===== config.mk =====
export PLATFORM = sky130hd
export DESIGN_NAME = mpeg_audio_header_sync_decode
export DESIGN_NICKNAME = d
export VERILOG_FILES = /design/src/rtl/mahs_pkg.sv /design/src/rtl/mpeg_audio_header_sync_decode.sv /design/src/rtl/mahs_front.sv /design/src/rtl/mahs_fifo.sv /design/src/rtl/mahs_back.sv
export VERILOG_INCLUDE_DIRS = /design/src /design/src/rtl
export SDC_FILE = /design/constraint.sdc
export NUM_CORES = 1
export LEC_CHECK = 0
export BUFFER_PORTS_ARGS = -buffer_cell sky130_fd_sc_hd__buf_4
export CAP_MARGIN = 30
export CORE_MARGIN = 5
export CORE_UTILIZATION = 42
export CTS_CLUSTER_DIAMETER = 60
export DETAILED_ROUTE_END_ITERATION = 16
export PLACE_DENSITY = 0.63
export SYNTH_ARGS = -nofsm -noshare
export SYNTH_HDL_FRONTEND = slang
export SYNTH_SLANG_ARGS = --single-unit

===== constraint.sdc =====
create_clock -name clk -period 8.45 [get_ports clk]
set_clock_uncertainty 0.15 [all_clocks]
set_input_delay 1.69 -clock clk [delete_from_list [all_inputs] [get_ports clk]]
set_output_delay 1.69 -clock clk [all_outputs]
set_load 0.05 [all_outputs]

===== src/rtl/assert_macros.svh =====
// assertion macros shared by the rtl
// no dependencies; clock clk and reset rst_n are taken from the including scope
`ifndef ASSERT_MACROS_SVH
`define ASSERT_MACROS_SVH

// same-cycle implication
`define AST_SAME(label, ante, cons, msg) \
    label: assert property (@(posedge clk) disable iff (!rst_n) (ante) |-> (cons)) \
        else $error(msg);

// next-cycle implication
`define AST_NEXT(label, ante, cons, msg) \
    label: assert property (@(posedge clk) disable iff (!rst_n) (ante) |=> (cons)) \
        else $error(msg);

`endif


===== src/rtl/mahs_pkg.sv =====
// types, constants and lookup tables for the mpeg audio header decoder
// no dependencies
`timescale 1ns / 1ps

package mahs_pkg;

    localparam logic [31:0] SYNC_MASK     = 32'hFFE0_0000;
    localparam logic [1:0]  VER_RESERVED  = 2'b01;
    localparam logic [1:0]  VER_MPEG1     = 2'b11;
    localparam logic [1:0]  LAY_RESERVED  = 2'b00;
    localparam logic [3:0]  BIDX_FREE     = 4'h0;
    localparam logic [3:0]  BIDX_BAD      = 4'hF;
    localparam logic [1:0]  SIDX_RESERVED = 2'b11;
    localparam logic [1:0]  LAYER_I       = 2'd1;
    localparam logic [1:0]  LAYER_II      = 2'd2;
    localparam logic [1:0]  MODE_JOINT    = 2'b01;
    localparam logic [1:0]  MODE_MONO     = 2'b11;
    localparam logic [17:0] SCALE_L1      = 18'd12000;
    localparam logic [17:0] SCALE_L23     = 18'd144000;
    localparam logic [5:0]  SIDE_M1_STEREO = 6'd32;
    localparam logic [5:0]  SIDE_M1_MONO   = 6'd17;
    localparam logic [5:0]  SIDE_LSF_STEREO = 6'd17;
    localparam logic [5:0]  SIDE_LSF_MONO   = 6'd9;
    localparam logic [2:0]  CNT_MAX       = 3'd7;
    localparam logic [2:0]  CNT_CHECK     = 3'd4;
    localparam logic [3:0]  QUO_MSB       = 4'd11;

    typedef enum logic [2:0] {
        BK_IDLE,
        BK_MUL,
        BK_DIV,
        BK_FIN,
        BK_HOLD
    } bk_state_t;

    typedef struct packed {
        logic [31:0] word;
        logic        skipped;
    } hdr_beat_t;

    typedef struct packed {
        logic full;
        logic empty;
    } q_stat_t;

    function automatic logic is_header(input logic [31:0] w);
        logic ok;
        begin
            ok = ((w & SYNC_MASK) == SYNC_MASK);
            if (w[20:19] == VER_RESERVED)
                ok = 1'b0;
            if (w[18:17] == LAY_RESERVED)
                ok = 1'b0;
            if (w[15:12] == BIDX_BAD || w[15:12] == BIDX_FREE)
                ok = 1'b0;
            if (w[11:10] == SIDX_RESERVED)
                ok = 1'b0;
            return ok;
        end
    endfunction

    // lidx: 0 layer I, 1 layer II, 2 layer III
    function automatic logic [8:0] kbps_lookup(input logic lsf, input logic [1:0] lidx,
                                               input logic [3:0] bidx);
        logic [8:0] v;
        begin
            v = 9'd0;
            unique case ({lsf, lidx})
                3'b000: begin
                    case (bidx)
                        4'd1: v = 9'd32;   4'd2: v = 9'd64;   4'd3: v = 9'd96;
                        4'd4: v = 9'd128;  4'd5: v = 9'd160;  4'd6: v = 9'd192;
                        4'd7: v = 9'd224;  4'd8: v = 9'd256;  4'd9: v = 9'd288;
                        4'd10: v = 9'd320; 4'd11: v = 9'd352; 4'd12: v = 9'd384;
                        4'd13: v = 9'd416; 4'd14: v = 9'd448;
                        default: v = 9'd0;
                    endcase
                end
                3'b001: begin
                    case (bidx)
                        4'd1: v = 9'd32;   4'd2: v = 9'd48;   4'd3: v = 9'd56;
                        4'd4: v = 9'd64;   4'd5: v = 9'd80;   4'd6: v = 9'd96;
                        4'd7: v = 9'd112;  4'd8: v = 9'd128;  4'd9: v = 9'd160;
                        4'd10: v = 9'd192; 4'd11: v = 9'd224; 4'd12: v = 9'd256;
                        4'd13: v = 9'd320; 4'd14: v = 9'd384;
                        default: v = 9'd0;
                    endcase
                end
                3'b010: begin
                    case (bidx)
                        4'd1: v = 9'd32;   4'd2: v = 9'd40;   4'd3: v = 9'd48;
                        4'd4: v = 9'd56;   4'd5: v = 9'd64;   4'd6: v = 9'd80;
                        4'd7: v = 9'd96;   4'd8: v = 9'd112;  4'd9: v = 9'd128;
                        4'd10: v = 9'd160; 4'd11: v = 9'd192; 4'd12: v = 9'd224;
                        4'd13: v = 9'd256; 4'd14: v = 9'd320;
                        default: v = 9'd0;
                    endcase
                end
                3'b100: begin
                    case (bidx)
                        4'd1: v = 9'd32;   4'd2: v = 9'd48;   4'd3: v = 9'd56;
                        4'd4: v = 9'd64;   4'd5: v = 9'd80;   4'd6: v = 9'd96;
                        4'd7: v = 9'd112;  4'd8: v = 9'd128;  4'd9: v = 9'd144;
                        4'd10: v = 9'd160; 4'd11: v = 9'd176; 4'd12: v = 9'd192;
                        4'd13: v = 9'd224; 4'd14: v = 9'd256;
                        default: v = 9'd0;
                    endcase
                end
                3'b101, 3'b110: begin
                    case (bidx)
                        4'd1: v = 9'd8;    4'd2: v = 9'd16;   4'd3: v = 9'd24;
                        4'd4: v = 9'd32;   4'd5: v = 9'd40;   4'd6: v = 9'd48;
                        4'd7: v = 9'd56;   4'd8: v = 9'd64;   4'd9: v = 9'd80;
                        4'd10: v = 9'd96;  4'd11: v = 9'd112; 4'd12: v = 9'd128;
                        4'd13: v = 9'd144; 4'd14: v = 9'd160;
                        default: v = 9'd0;
                    endcase
                end
                default: v = 9'd0;
            endcase
            return v;
        end
    endfunction

    function automatic logic [15:0] rate_lookup(input logic [1:0] ver, input logic [1:0] sidx);
        logic [15:0] v;
        begin
            unique case ({ver, sidx})
                4'b0000: v = 16'd11025;
                4'b0001: v = 16'd12000;
                4'b0010: v = 16'd8000;
                4'b1000: v = 16'd22050;
                4'b1001: v = 16'd24000;
                4'b1010: v = 16'd16000;
                4'b1100: v = 16'd44100;
                4'b1101: v = 16'd48000;
                4'b1110: v = 16'd32000;
                default: v = 16'd0;
            endcase
            return v;
        end
    endfunction

endpackage


===== src/rtl/mpeg_audio_header_sync_decode.sv =====
// mpeg audio frame header sync and decode, top level
// depends on mahs_pkg, mahs_front, mahs_fifo, mahs_back and assert_macros.svh
//
// input channel: one stream byte per beat on stream_byte with in_valid/in_ready.
// output channel: one decoded frame header per beat with out_valid/out_ready.
// the front shifts bytes into a 32-bit window at one byte per cycle while
// in_ready is high and, once four bytes have arrived since reset or the last
// match, checks for a header. matched headers go into a two-entry queue;
// in_ready drops only while it is full. the back decodes one header at a time:
// queue pop, scaling multiply, a 12-step restoring divide for the frame length
// (one quotient bit a cycle) and a final step that sets the result valid; it
// takes the next header only after the receiver has accepted the result.
// a stalled receiver holds the output register; the queue then fills and the
// byte stream is back-pressured.
// reset clears the window, byte count, queue and output valid; no clearing pass.
`timescale 1ns / 1ps
`include "assert_macros.svh"

module mpeg_audio_header_sync_decode
    import mahs_pkg::*;
(
    input  logic        clk,
    input  logic        rst_n,
    input  logic        in_valid,
    output logic        in_ready,
    input  logic [7:0]  stream_byte,
    output logic        out_valid,
    input  logic        out_ready,
    output logic [1:0]  version_id,
    output logic [1:0]  layer,
    output logic        crc_present,
    output logic [8:0]  bitrate_kbps,
    output logic [15:0] sample_rate_hz,
    output logic        padding,
    output logic [1:0]  channel_mode,
    output logic [1:0]  stereo_tools,
    output logic [11:0] frame_bytes,
    output logic [5:0]  side_info_bytes,
    output logic [11:0] main_data_bytes,
    output logic        bytes_skipped
);

    q_stat_t   q_stat;
    logic      push;
    hdr_beat_t push_beat;
    logic      pop;
    hdr_beat_t pop_beat;
    bk_state_t bk_state;

    mahs_front u_front (
        .clk         (clk),
        .rst_n       (rst_n),
        .in_valid    (in_valid),
        .in_ready    (in_ready),
        .stream_byte (stream_byte),
        .q_stat      (q_stat),
        .push        (push),
        .push_beat   (push_beat)
    );

    mahs_fifo u_fifo (
        .clk       (clk),
        .rst_n     (rst_n),
        .push      (push),
        .push_beat (push_beat),
        .pop       (pop),
        .pop_beat  (pop_beat),
        .q_stat    (q_stat)
    );

    mahs_back u_back (
        .clk             (clk),
        .rst_n           (rst_n),
        .q_stat          (q_stat),
        .pop_beat        (pop_beat),
        .pop             (pop),
        .bk_state        (bk_state),
        .out_valid       (out_valid),
        .out_ready       (out_ready),
        .version_id      (version_id),
        .layer           (layer),
        .crc_present     (crc_present),
        .bitrate_kbps    (bitrate_kbps),
        .sample_rate_hz  (sample_rate_hz),
        .padding         (padding),
        .channel_mode    (channel_mode),
        .stereo_tools    (stereo_tools),
        .frame_bytes     (frame_bytes),
        .side_info_bytes (side_info_bytes),
        .main_data_bytes (main_data_bytes),
        .bytes_skipped   (bytes_skipped)
    );

    `AST_SAME(a_push_not_full, push, !q_stat.full, "header pushed into a full queue")
    `AST_SAME(a_pop_not_empty, pop, !q_stat.empty, "header popped from an empty queue")
    `AST_SAME(a_valid_in_hold, out_valid, bk_state == BK_HOLD, "result valid outside hold")
    `AST_NEXT(a_fin_to_valid, bk_state == BK_FIN, out_valid, "finished decode not shown")

endmodule


===== src/rtl/mahs_front.sv =====
// byte window, fill count and header match; pushes matched headers to the queue
// depends on mahs_pkg
`timescale 1ns / 1ps

module mahs_front
    import mahs_pkg::*;
(
    input  logic            clk,
    input  logic            rst_n,
    input  logic            in_valid,
    output logic            in_ready,
    input  logic [7:0]      stream_byte,
    input  q_stat_t         q_stat,
    output logic            push,
    output hdr_beat_t       push_beat
);

    logic [31:0] win_reg;
    logic [31:0] win_next;
    logic [2:0]  cnt_reg;
    logic [2:0]  cnt_next;
    logic [31:0] win_shift;
    logic [2:0]  cnt_inc;
    logic        accept;
    logic        hit;

    assign in_ready  = !q_stat.full;
    assign accept    = in_valid && in_ready;
    assign win_shift = {win_reg[23:0], stream_byte};
    assign cnt_inc   = (cnt_reg == CNT_MAX) ? CNT_MAX : cnt_reg + 3'd1;
    assign hit       = (cnt_inc >= CNT_CHECK) && is_header(win_shift);

    assign push              = accept && hit;
    assign push_beat.word    = win_shift;
    assign push_beat.skipped = (cnt_inc > CNT_CHECK);

    always_comb
    begin
        win_next = win_reg;
        cnt_next = cnt_reg;
        if (accept)
        begin
            if (hit)
            begin
                win_next = 32'd0;
                cnt_next = 3'd0;
            end
            else
            begin
                win_next = win_shift;
                cnt_next = cnt_inc;
            end
        end
    end

    always_ff @(posedge clk or negedge rst_n)
    begin
        if (!rst_n)
        begin
            win_reg <= 32'd0;
            cnt_reg <= 3'd0;
        end
        else
        begin
            win_reg <= win_next;
            cnt_reg <= cnt_next;
        end
    end

endmodule


===== src/rtl/mahs_fifo.sv =====
// two-entry queue of matched header beats between front and back
// depends on mahs_pkg
`timescale 1ns / 1ps

module mahs_fifo
    import mahs_pkg::*;
(
    input  logic      clk,
    input  logic      rst_n,
    input  logic      push,
    input  hdr_beat_t push_beat,
    input  logic      pop,
    output hdr_beat_t pop_beat,
    output q_stat_t   q_stat
);

    hdr_beat_t   mem_reg [0:1];
    logic        wr_ptr_reg;
    logic        wr_ptr_next;
    logic        rd_ptr_reg;
    logic        rd_ptr_next;
    logic [1:0]  fill_reg;
    logic [1:0]  fill_next;
    logic        do_push;
    logic        do_pop;

    assign q_stat.full  = (fill_reg == 2'd2);
    assign q_stat.empty = (fill_reg == 2'd0);
    assign do_push      = push && !q_stat.full;
    assign do_pop       = pop && !q_stat.empty;
    assign pop_beat     = mem_reg[rd_ptr_reg];

    always_comb
    begin
        wr_ptr_next = do_push ? ~wr_ptr_reg : wr_ptr_reg;
        rd_ptr_next = do_pop ? ~rd_ptr_reg : rd_ptr_reg;
        fill_next   = fill_reg;
        if (do_push && !do_pop)
            fill_next = fill_reg + 2'd1;
        else if (do_pop && !do_push)
            fill_next = fill_reg - 2'd1;
    end

    always_ff @(posedge clk)
    begin
        if (do_push)
            mem_reg[wr_ptr_reg] <= push_beat;
    end

    always_ff @(posedge clk or negedge rst_n)
    begin
        if (!rst_n)
        begin
            wr_ptr_reg <= 1'b0;
            rd_ptr_reg <= 1'b0;
            fill_reg   <= 2'd0;
        end
        else
        begin
            wr_ptr_reg <= wr_ptr_next;
            rd_ptr_reg <= rd_ptr_next;
            fill_reg   <= fill_next;
        end
    end

endmodule


===== src/rtl/mahs_back.sv =====
// header field decode, bitrate scaling multiply, bit-serial frame length divide
// and the output register; depends on mahs_pkg
`timescale 1ns / 1ps

module mahs_back
    import mahs_pkg::*;
(
    input  logic        clk,
    input  logic        rst_n,
    input  q_stat_t     q_stat,
    input  hdr_beat_t   pop_beat,
    output logic        pop,
    output bk_state_t   bk_state,
    output logic        out_valid,
    input  logic        out_ready,
    output logic [1:0]  version_id,
    output logic [1:0]  layer,
    output logic        crc_present,
    output logic [8:0]  bitrate_kbps,
    output logic [15:0] sample_rate_hz,
    output logic        padding,
    output logic [1:0]  channel_mode,
    output logic [1:0]  stereo_tools,
    output logic [11:0] frame_bytes,
    output logic [5:0]  side_info_bytes,
    output logic [11:0] main_data_bytes,
    output logic        bytes_skipped
);

    bk_state_t   state_reg;
    bk_state_t   state_next;
    logic [31:0] hdr_reg;
    logic [31:0] hdr_next;
    logic        skip_reg;
    logic        skip_next;
    logic [25:0] rem_reg;
    logic [25:0] rem_next;
    logic [16:0] div_reg;
    logic [16:0] div_next;
    logic [11:0] quo_reg;
    logic [11:0] quo_next;
    logic [3:0]  cnt_reg;
    logic [3:0]  cnt_next;
    logic        vld_reg;
    logic        vld_next;

    logic [1:0]  ver_reg, ver_next;
    logic [1:0]  lay_reg, lay_next;
    logic        crc_reg, crc_next;
    logic [8:0]  br_reg, br_next;
    logic [15:0] sr_reg, sr_next;
    logic        pad_reg, pad_next;
    logic [1:0]  mode_reg, mode_next;
    logic [1:0]  tools_reg, tools_next;
    logic [11:0] frame_reg, frame_next;
    logic [5:0]  side_reg, side_next;
    logic [11:0] main_reg, main_next;
    logic        skipo_reg, skipo_next;

    logic [1:0]  d_ver;
    logic [1:0]  d_lay;
    logic        d_lsf;
    logic [8:0]  d_br;
    logic [15:0] d_sr;
    logic [17:0] d_scale;
    logic [26:0] d_prod;
    logic [16:0] d_div;
    logic [27:0] rem_ext;
    logic [27:0] div_sh;
    logic [27:0] rem_sub;
    logic [11:0] q_pad;
    logic [11:0] f_len;
    logic [5:0]  s_len;
    logic [11:0] crc_len;

    assign d_ver   = hdr_reg[20:19];
    assign d_lay   = 2'd0 - hdr_reg[18:17];
    assign d_lsf   = (d_ver != VER_MPEG1);
    assign d_br    = kbps_lookup(d_lsf, ~hdr_reg[18:17], hdr_reg[15:12]);
    assign d_sr    = rate_lookup(d_ver, hdr_reg[11:10]);
    assign d_scale = (d_lay == LAYER_I) ? SCALE_L1 : SCALE_L23;
    assign d_prod  = 27'(d_br) * 27'(d_scale);
    assign d_div   = (d_lay != LAYER_I && d_lay != LAYER_II && d_lsf) ?
                     {d_sr, 1'b0} : {1'b0, d_sr};

    assign rem_ext = {2'b00, rem_reg};
    assign div_sh  = {11'd0, div_reg} << cnt_reg;
    assign rem_sub = rem_ext - div_sh;

    assign q_pad   = quo_reg + {11'd0, hdr_reg[9]};
    assign f_len   = (lay_reg == LAYER_I) ? {q_pad[9:0], 2'b00} : q_pad;
    assign crc_len = hdr_reg[16] ? 12'd0 : 12'd2;

    always_comb
    begin
        if (lay_reg == LAYER_I || lay_reg == LAYER_II)
            s_len = 6'd0;
        else if (ver_reg == VER_MPEG1)
            s_len = (hdr_reg[7:6] == MODE_MONO) ? SIDE_M1_MONO : SIDE_M1_STEREO;
        else
            s_len = (hdr_reg[7:6] == MODE_MONO) ? SIDE_LSF_MONO : SIDE_LSF_STEREO;
    end

    always_comb
    begin
        state_next = state_reg;
        hdr_next   = hdr_reg;
        skip_next  = skip_reg;
        rem_next   = rem_reg;
        div_next   = div_reg;
        quo_next   = quo_reg;
        cnt_next   = cnt_reg;
        vld_next   = vld_reg;
        ver_next   = ver_reg;
        lay_next   = lay_reg;
        crc_next   = crc_reg;
        br_next    = br_reg;
        sr_next    = sr_reg;
        pad_next   = pad_reg;
        mode_next  = mode_reg;
        tools_next = tools_reg;
        frame_next = frame_reg;
        side_next  = side_reg;
        main_next  = main_reg;
        skipo_next = skipo_reg;
        pop        = 1'b0;
        unique case (state_reg)
            BK_IDLE:
            begin
                if (!q_stat.empty)
                begin
                    pop        = 1'b1;
                    hdr_next   = pop_beat.word;
                    skip_next  = pop_beat.skipped;
                    state_next = BK_MUL;
                end
            end
            BK_MUL:
            begin
                rem_next   = d_prod[25:0];
                div_next   = d_div;
                quo_next   = 12'd0;
                cnt_next   = QUO_MSB;
                ver_next   = d_ver;
                lay_next   = d_lay;
                br_next    = d_br;
                sr_next    = d_sr;
                state_next = BK_DIV;
            end
            BK_DIV:
            begin
                if (rem_ext >= div_sh)
                begin
                    rem_next          = rem_sub[25:0];
                    quo_next[cnt_reg] = 1'b1;
                end
                if (cnt_reg == 4'd0)
                    state_next = BK_FIN;
                else
                    cnt_next = cnt_reg - 4'd1;
            end
            BK_FIN:
            begin
                crc_next   = !hdr_reg[16];
                pad_next   = hdr_reg[9];
                mode_next  = hdr_reg[7:6];
                tools_next = (hdr_reg[7:6] == MODE_JOINT) ? hdr_reg[5:4] : 2'd0;
                frame_next = f_len;
                side_next  = s_len;
                main_next  = f_len - 12'd4 - {6'd0, s_len} - crc_len;
                skipo_next = skip_reg;
                vld_next   = 1'b1;
                state_next = BK_HOLD;
            end
            BK_HOLD:
            begin
                if (out_ready)
                begin
                    vld_next   = 1'b0;
                    state_next = BK_IDLE;
                end
            end
            default:
            begin
                state_next = BK_IDLE;
            end
        endcase
    end

    always_ff @(posedge clk or negedge rst_n)
    begin
        if (!rst_n)
        begin
            state_reg <= BK_IDLE;
            vld_reg   <= 1'b0;
        end
        else
        begin
            state_reg <= state_next;
            vld_reg   <= vld_next;
        end
    end

    always_ff @(posedge clk)
    begin
        hdr_reg   <= hdr_next;
        skip_reg  <= skip_next;
        rem_reg   <= rem_next;
        div_reg   <= div_next;
        quo_reg   <= quo_next;
        cnt_reg   <= cnt_next;
        ver_reg   <= ver_next;
        lay_reg   <= lay_next;
        crc_reg   <= crc_next;
        br_reg    <= br_next;
        sr_reg    <= sr_next;
        pad_reg   <= pad_next;
        mode_reg  <= mode_next;
        tools_reg <= tools_next;
        frame_reg <= frame_next;
        side_reg  <= side_next;
        main_reg  <= main_next;
        skipo_reg <= skipo_next;
    end

    assign bk_state        = state_reg;
    assign out_valid       = vld_reg;
    assign version_id      = ver_reg;
    assign layer           = lay_reg;
    assign crc_present     = crc_reg;
    assign bitrate_kbps    = br_reg;
    assign sample_rate_hz  = sr_reg;
    assign padding         = pad_reg;
    assign channel_mode    = mode_reg;
    assign stereo_tools    = tools_reg;
    assign frame_bytes     = frame_reg;
    assign side_info_bytes = side_reg;
    assign main_data_bytes = main_reg;
    assign bytes_skipped   = skipo_reg;

endmodule


==> results.py <==
metrics = {
    "outcome": {
        "status": "finished clean",
    },
    "synthesis": {
        "yosysMostFrequentCell": "edfxtp_1",
        "syn_inst": 1233,
        "yosysWarnings": 0,
        "async_flop_share": 0.172,
        "synth_top_area_share": 0.393,
        "netlist_area_um2": 12800,
        "avgSynthCellArea_um2": 10.4,
        "ys_ff_latch": 203,
        "synth_flop_cell": "edfxtp_1",
        "ys_seq_area_frac": 0.461,
        "synth_common_cells": "edfxtp_1, nand2_1, a21oi_1, ha_1, nor2_1",
        "synth-edff-count": 168,
        "yosys.area.top_type": "edfxtp_1",
        "synth.distinct_cells": 71,
        "ys_top_cells_by_area": "edfxtp_1, ha_1, dfrtp_1",
    },
    "cts": {
        "cts_root_buf": "clkbuf_16",
        "cts_hold_buffers": 0,
        "clk_latency_ns": 0.56,
        "cts.path.max_buffers": 3,
        "post_cts_buffers": 0,
        "tritoncts": "yes",
        "cts_resized": 0,
        "cts.clk_slew.worst_paths_ns": 0.06,
        "clock-sinks": 203,
        "cts_buffers": 28,
        "cts.htree.levels": 1,
    },
    "setup_path": {
        "cp.arrival_ns": 7.15,
        "path_cells": "and2_1 -> nand2_1 -> nor2_1 -> a21oi_1 -> a21oi_1 -> a211oi_1 -> nor3_1 -> nand2_1 -> inv_1 -> fa_1 -> fa_1 -> fa_1 -> ha_1 -> ha_1 -> nor2b_1 -> o21a_1 -> o21ai_1 -> nand2b_1 -> a31o_2 -> a41o_1 -> o41ai_2 -> xor2_1 -> mux2i_1",
        "worst_ep_required_time_ns": 8.55,
        "cp-start-kind": "flip-flop",
        "crit_top_cell": "fa_1",
        "crit_path_max_incr_delay_ns": 0.72,
        "crit_start": "u_back.hdr_reg[19]",
        "critPathSlowestCell": "edfxtp_1",
        "critPathCaptureType": "flip-flop",
        "r2r-start": "u_back.hdr_reg[19]",
        "cp_max_fo": 22,
        "criticalPathCategory": "reg -> reg",
    },
    "routing": {
        "routedWlPerCell_um": 16.0,
        "drc_errors": 0,
        "drtIter0Drc": 464,
        "via_count": 8993,
        "dr.pass1.iters": 5,
        "drtAntennaViolNets": 0,
        "via_per_inst": 5.26,
        "wl_mm": 27.4,
    },
    "sta": {
        "tns_ns": 0,
        "max_slew_margin": 0.358,
        "fin_crit_ns": 7.05,
        "finalSetupViolCount": 0,
        "rsz0062_at_grt": "false",
        "tightest_slew_ns": 0.963,
        "final.period_utilization": 0.834,
        "finalHoldViolations": 0,
        "clock.fmax_mhz": 142,
        "slew_viol_final": 0,
    },
    "cells_and_area": {
        "largest_reg_flops": 34,
        "finalNetCount": 1437,
        "nFillCells": 2770,
        "areaGrowthSynthToFinish_pct": 14.5,
        "antenna_cells": 0,
        "drive_gt1_frac": 0.141,
    },
    "global_route": {
        "met2_usage": 0.281,
        "busiest_layer": "met2",
        "grt_max_degree": 45,
        "met1_usage": 0.212,
        "grt_pass1_vias": 8736,
        "grt_overflow": 0,
        "antenna_found_initial": 0,
        "grt_pass1_wl_mm": 45.2,
        "met3_usage": 0.0216,
        "track_usage": 0.161,
    },
    "floorplan": {
        "die_area_um2": 34200,
        "start_util": 0.423,
        "core_area_um2": 30300,
        "rows": 64,
        "ios": 80,
        "die_h_um": 185,
        "die_x_um": 185,
    },
    "placed_design": {
        "portBuffers": 73,
        "gp_congestion": 0.875,
        "dpl.hpwl_mm": 20.3,
    },
    "worst_hold_path": {
        "hold_path.class": "reg -> reg",
        "worstHoldStart": "u_back.skip_reg",
    },
    "job": {
        "drv_cap": 0,
    },
}
[cell usage in the layout (no fill, tap or decap), drive strengths merged, types with 14 or more instances in the layout]
cell    count
o21ai      57
edfxtp    168
xor2       22
a21oi     112
fa         23
clkbuf     35
nor2b      15
nor2       93
buf        80
xnor2      32
nand3      22
dfrtp      35
and2       15
a21o       14
inv        82
nand2b     18
ha        109
nand2     164
mux2i      22
nor3       19
mux2       26
[metrics by stage]
stage | util | worst slack (ns) | hold WS (ns) | instances | instance area, µm²
6_report | 0.484 | 1.40 | 0.279 | 1711 | 14700
5_1_grt | 0.484 | 0.741 | 0.293 | 1711 | 14700
4_1_cts | 0.483 | 1.36 | 0.279 | 1709 | 14600
3_5_place_dp | 0.452 | 1.54 | 0.264 | 1657 | 13700
3_3_place_gp | 0.452 | 1.69 | 0.257 | 1657 | 13700
2_1_floorplan | - | 2.00 | 0.250 | 1240 | 12900
[cell families after synthesis]
group / after synthesis / share of synthesized area
adders and majority gates: 133 / 0.143
xor gates and xnor gates: 54 / 0.0368
and+or+nand+nor: 388 / 0.136
DFF: 203 / 0.461
buffers and inverters: 137 / 0.0432
other: 1 / 0.000292
AOI/OAI and AO/OA: 260 / 0.123
muxes: 57 / 0.0557
[critical path, delay by kind of cell, from the launching register on]
family	cells	cell delay [ns]
AO/OA/AOI/OAI	8	1.42
XOR/XNOR	1	0.20
adder cells (fa/ha/maj)	5	2.10
buffers and inverters	1	0.18
flip-flops	1	0.72
multiplexers	1	0.08
AND/OR/NAND/NOR	7	1.87
[worst paths after layout]
path                       cells after the start  slack (ns)                   end
min in group asynchronous                      1        0.92    u_front.cnt_reg[0]
max in group asynchronous                      1        6.91      u_back.out_valid
hold / removal                                 0        0.28  u_back.bytes_skipped
hold reg to reg                                0        0.28  u_back.bytes_skipped
setup / recovery                              23        1.40    u_back.rem_reg[24]
setup reg to reg                              23        1.40    u_back.rem_reg[24]
[area by class of cell]
cell class | instances | area (µm²) | area share
tap | 396 | 495 | 0.0337
clock inverter | 17 | 149 | 0.0101
multi-input combinational | 900 | 6420 | 0.437
timing repair buffer | 80 | 633 | 0.0431
clock buffer | 35 | 778 | 0.0530
inverter | 80 | 300 | 0.0204
sequential | 203 | 5920 | 0.403
[routing by layer]
layer  wire [µm]  up-vias
met3        1060       41
met1       12200     4271
met2       13600      163
li1            -     4518
met5           0        -
met4         613        0
Power is left out: the tool's default activity adds up to more than one toggle a clock period on the data nets, which glitch-free logic cannot reach.
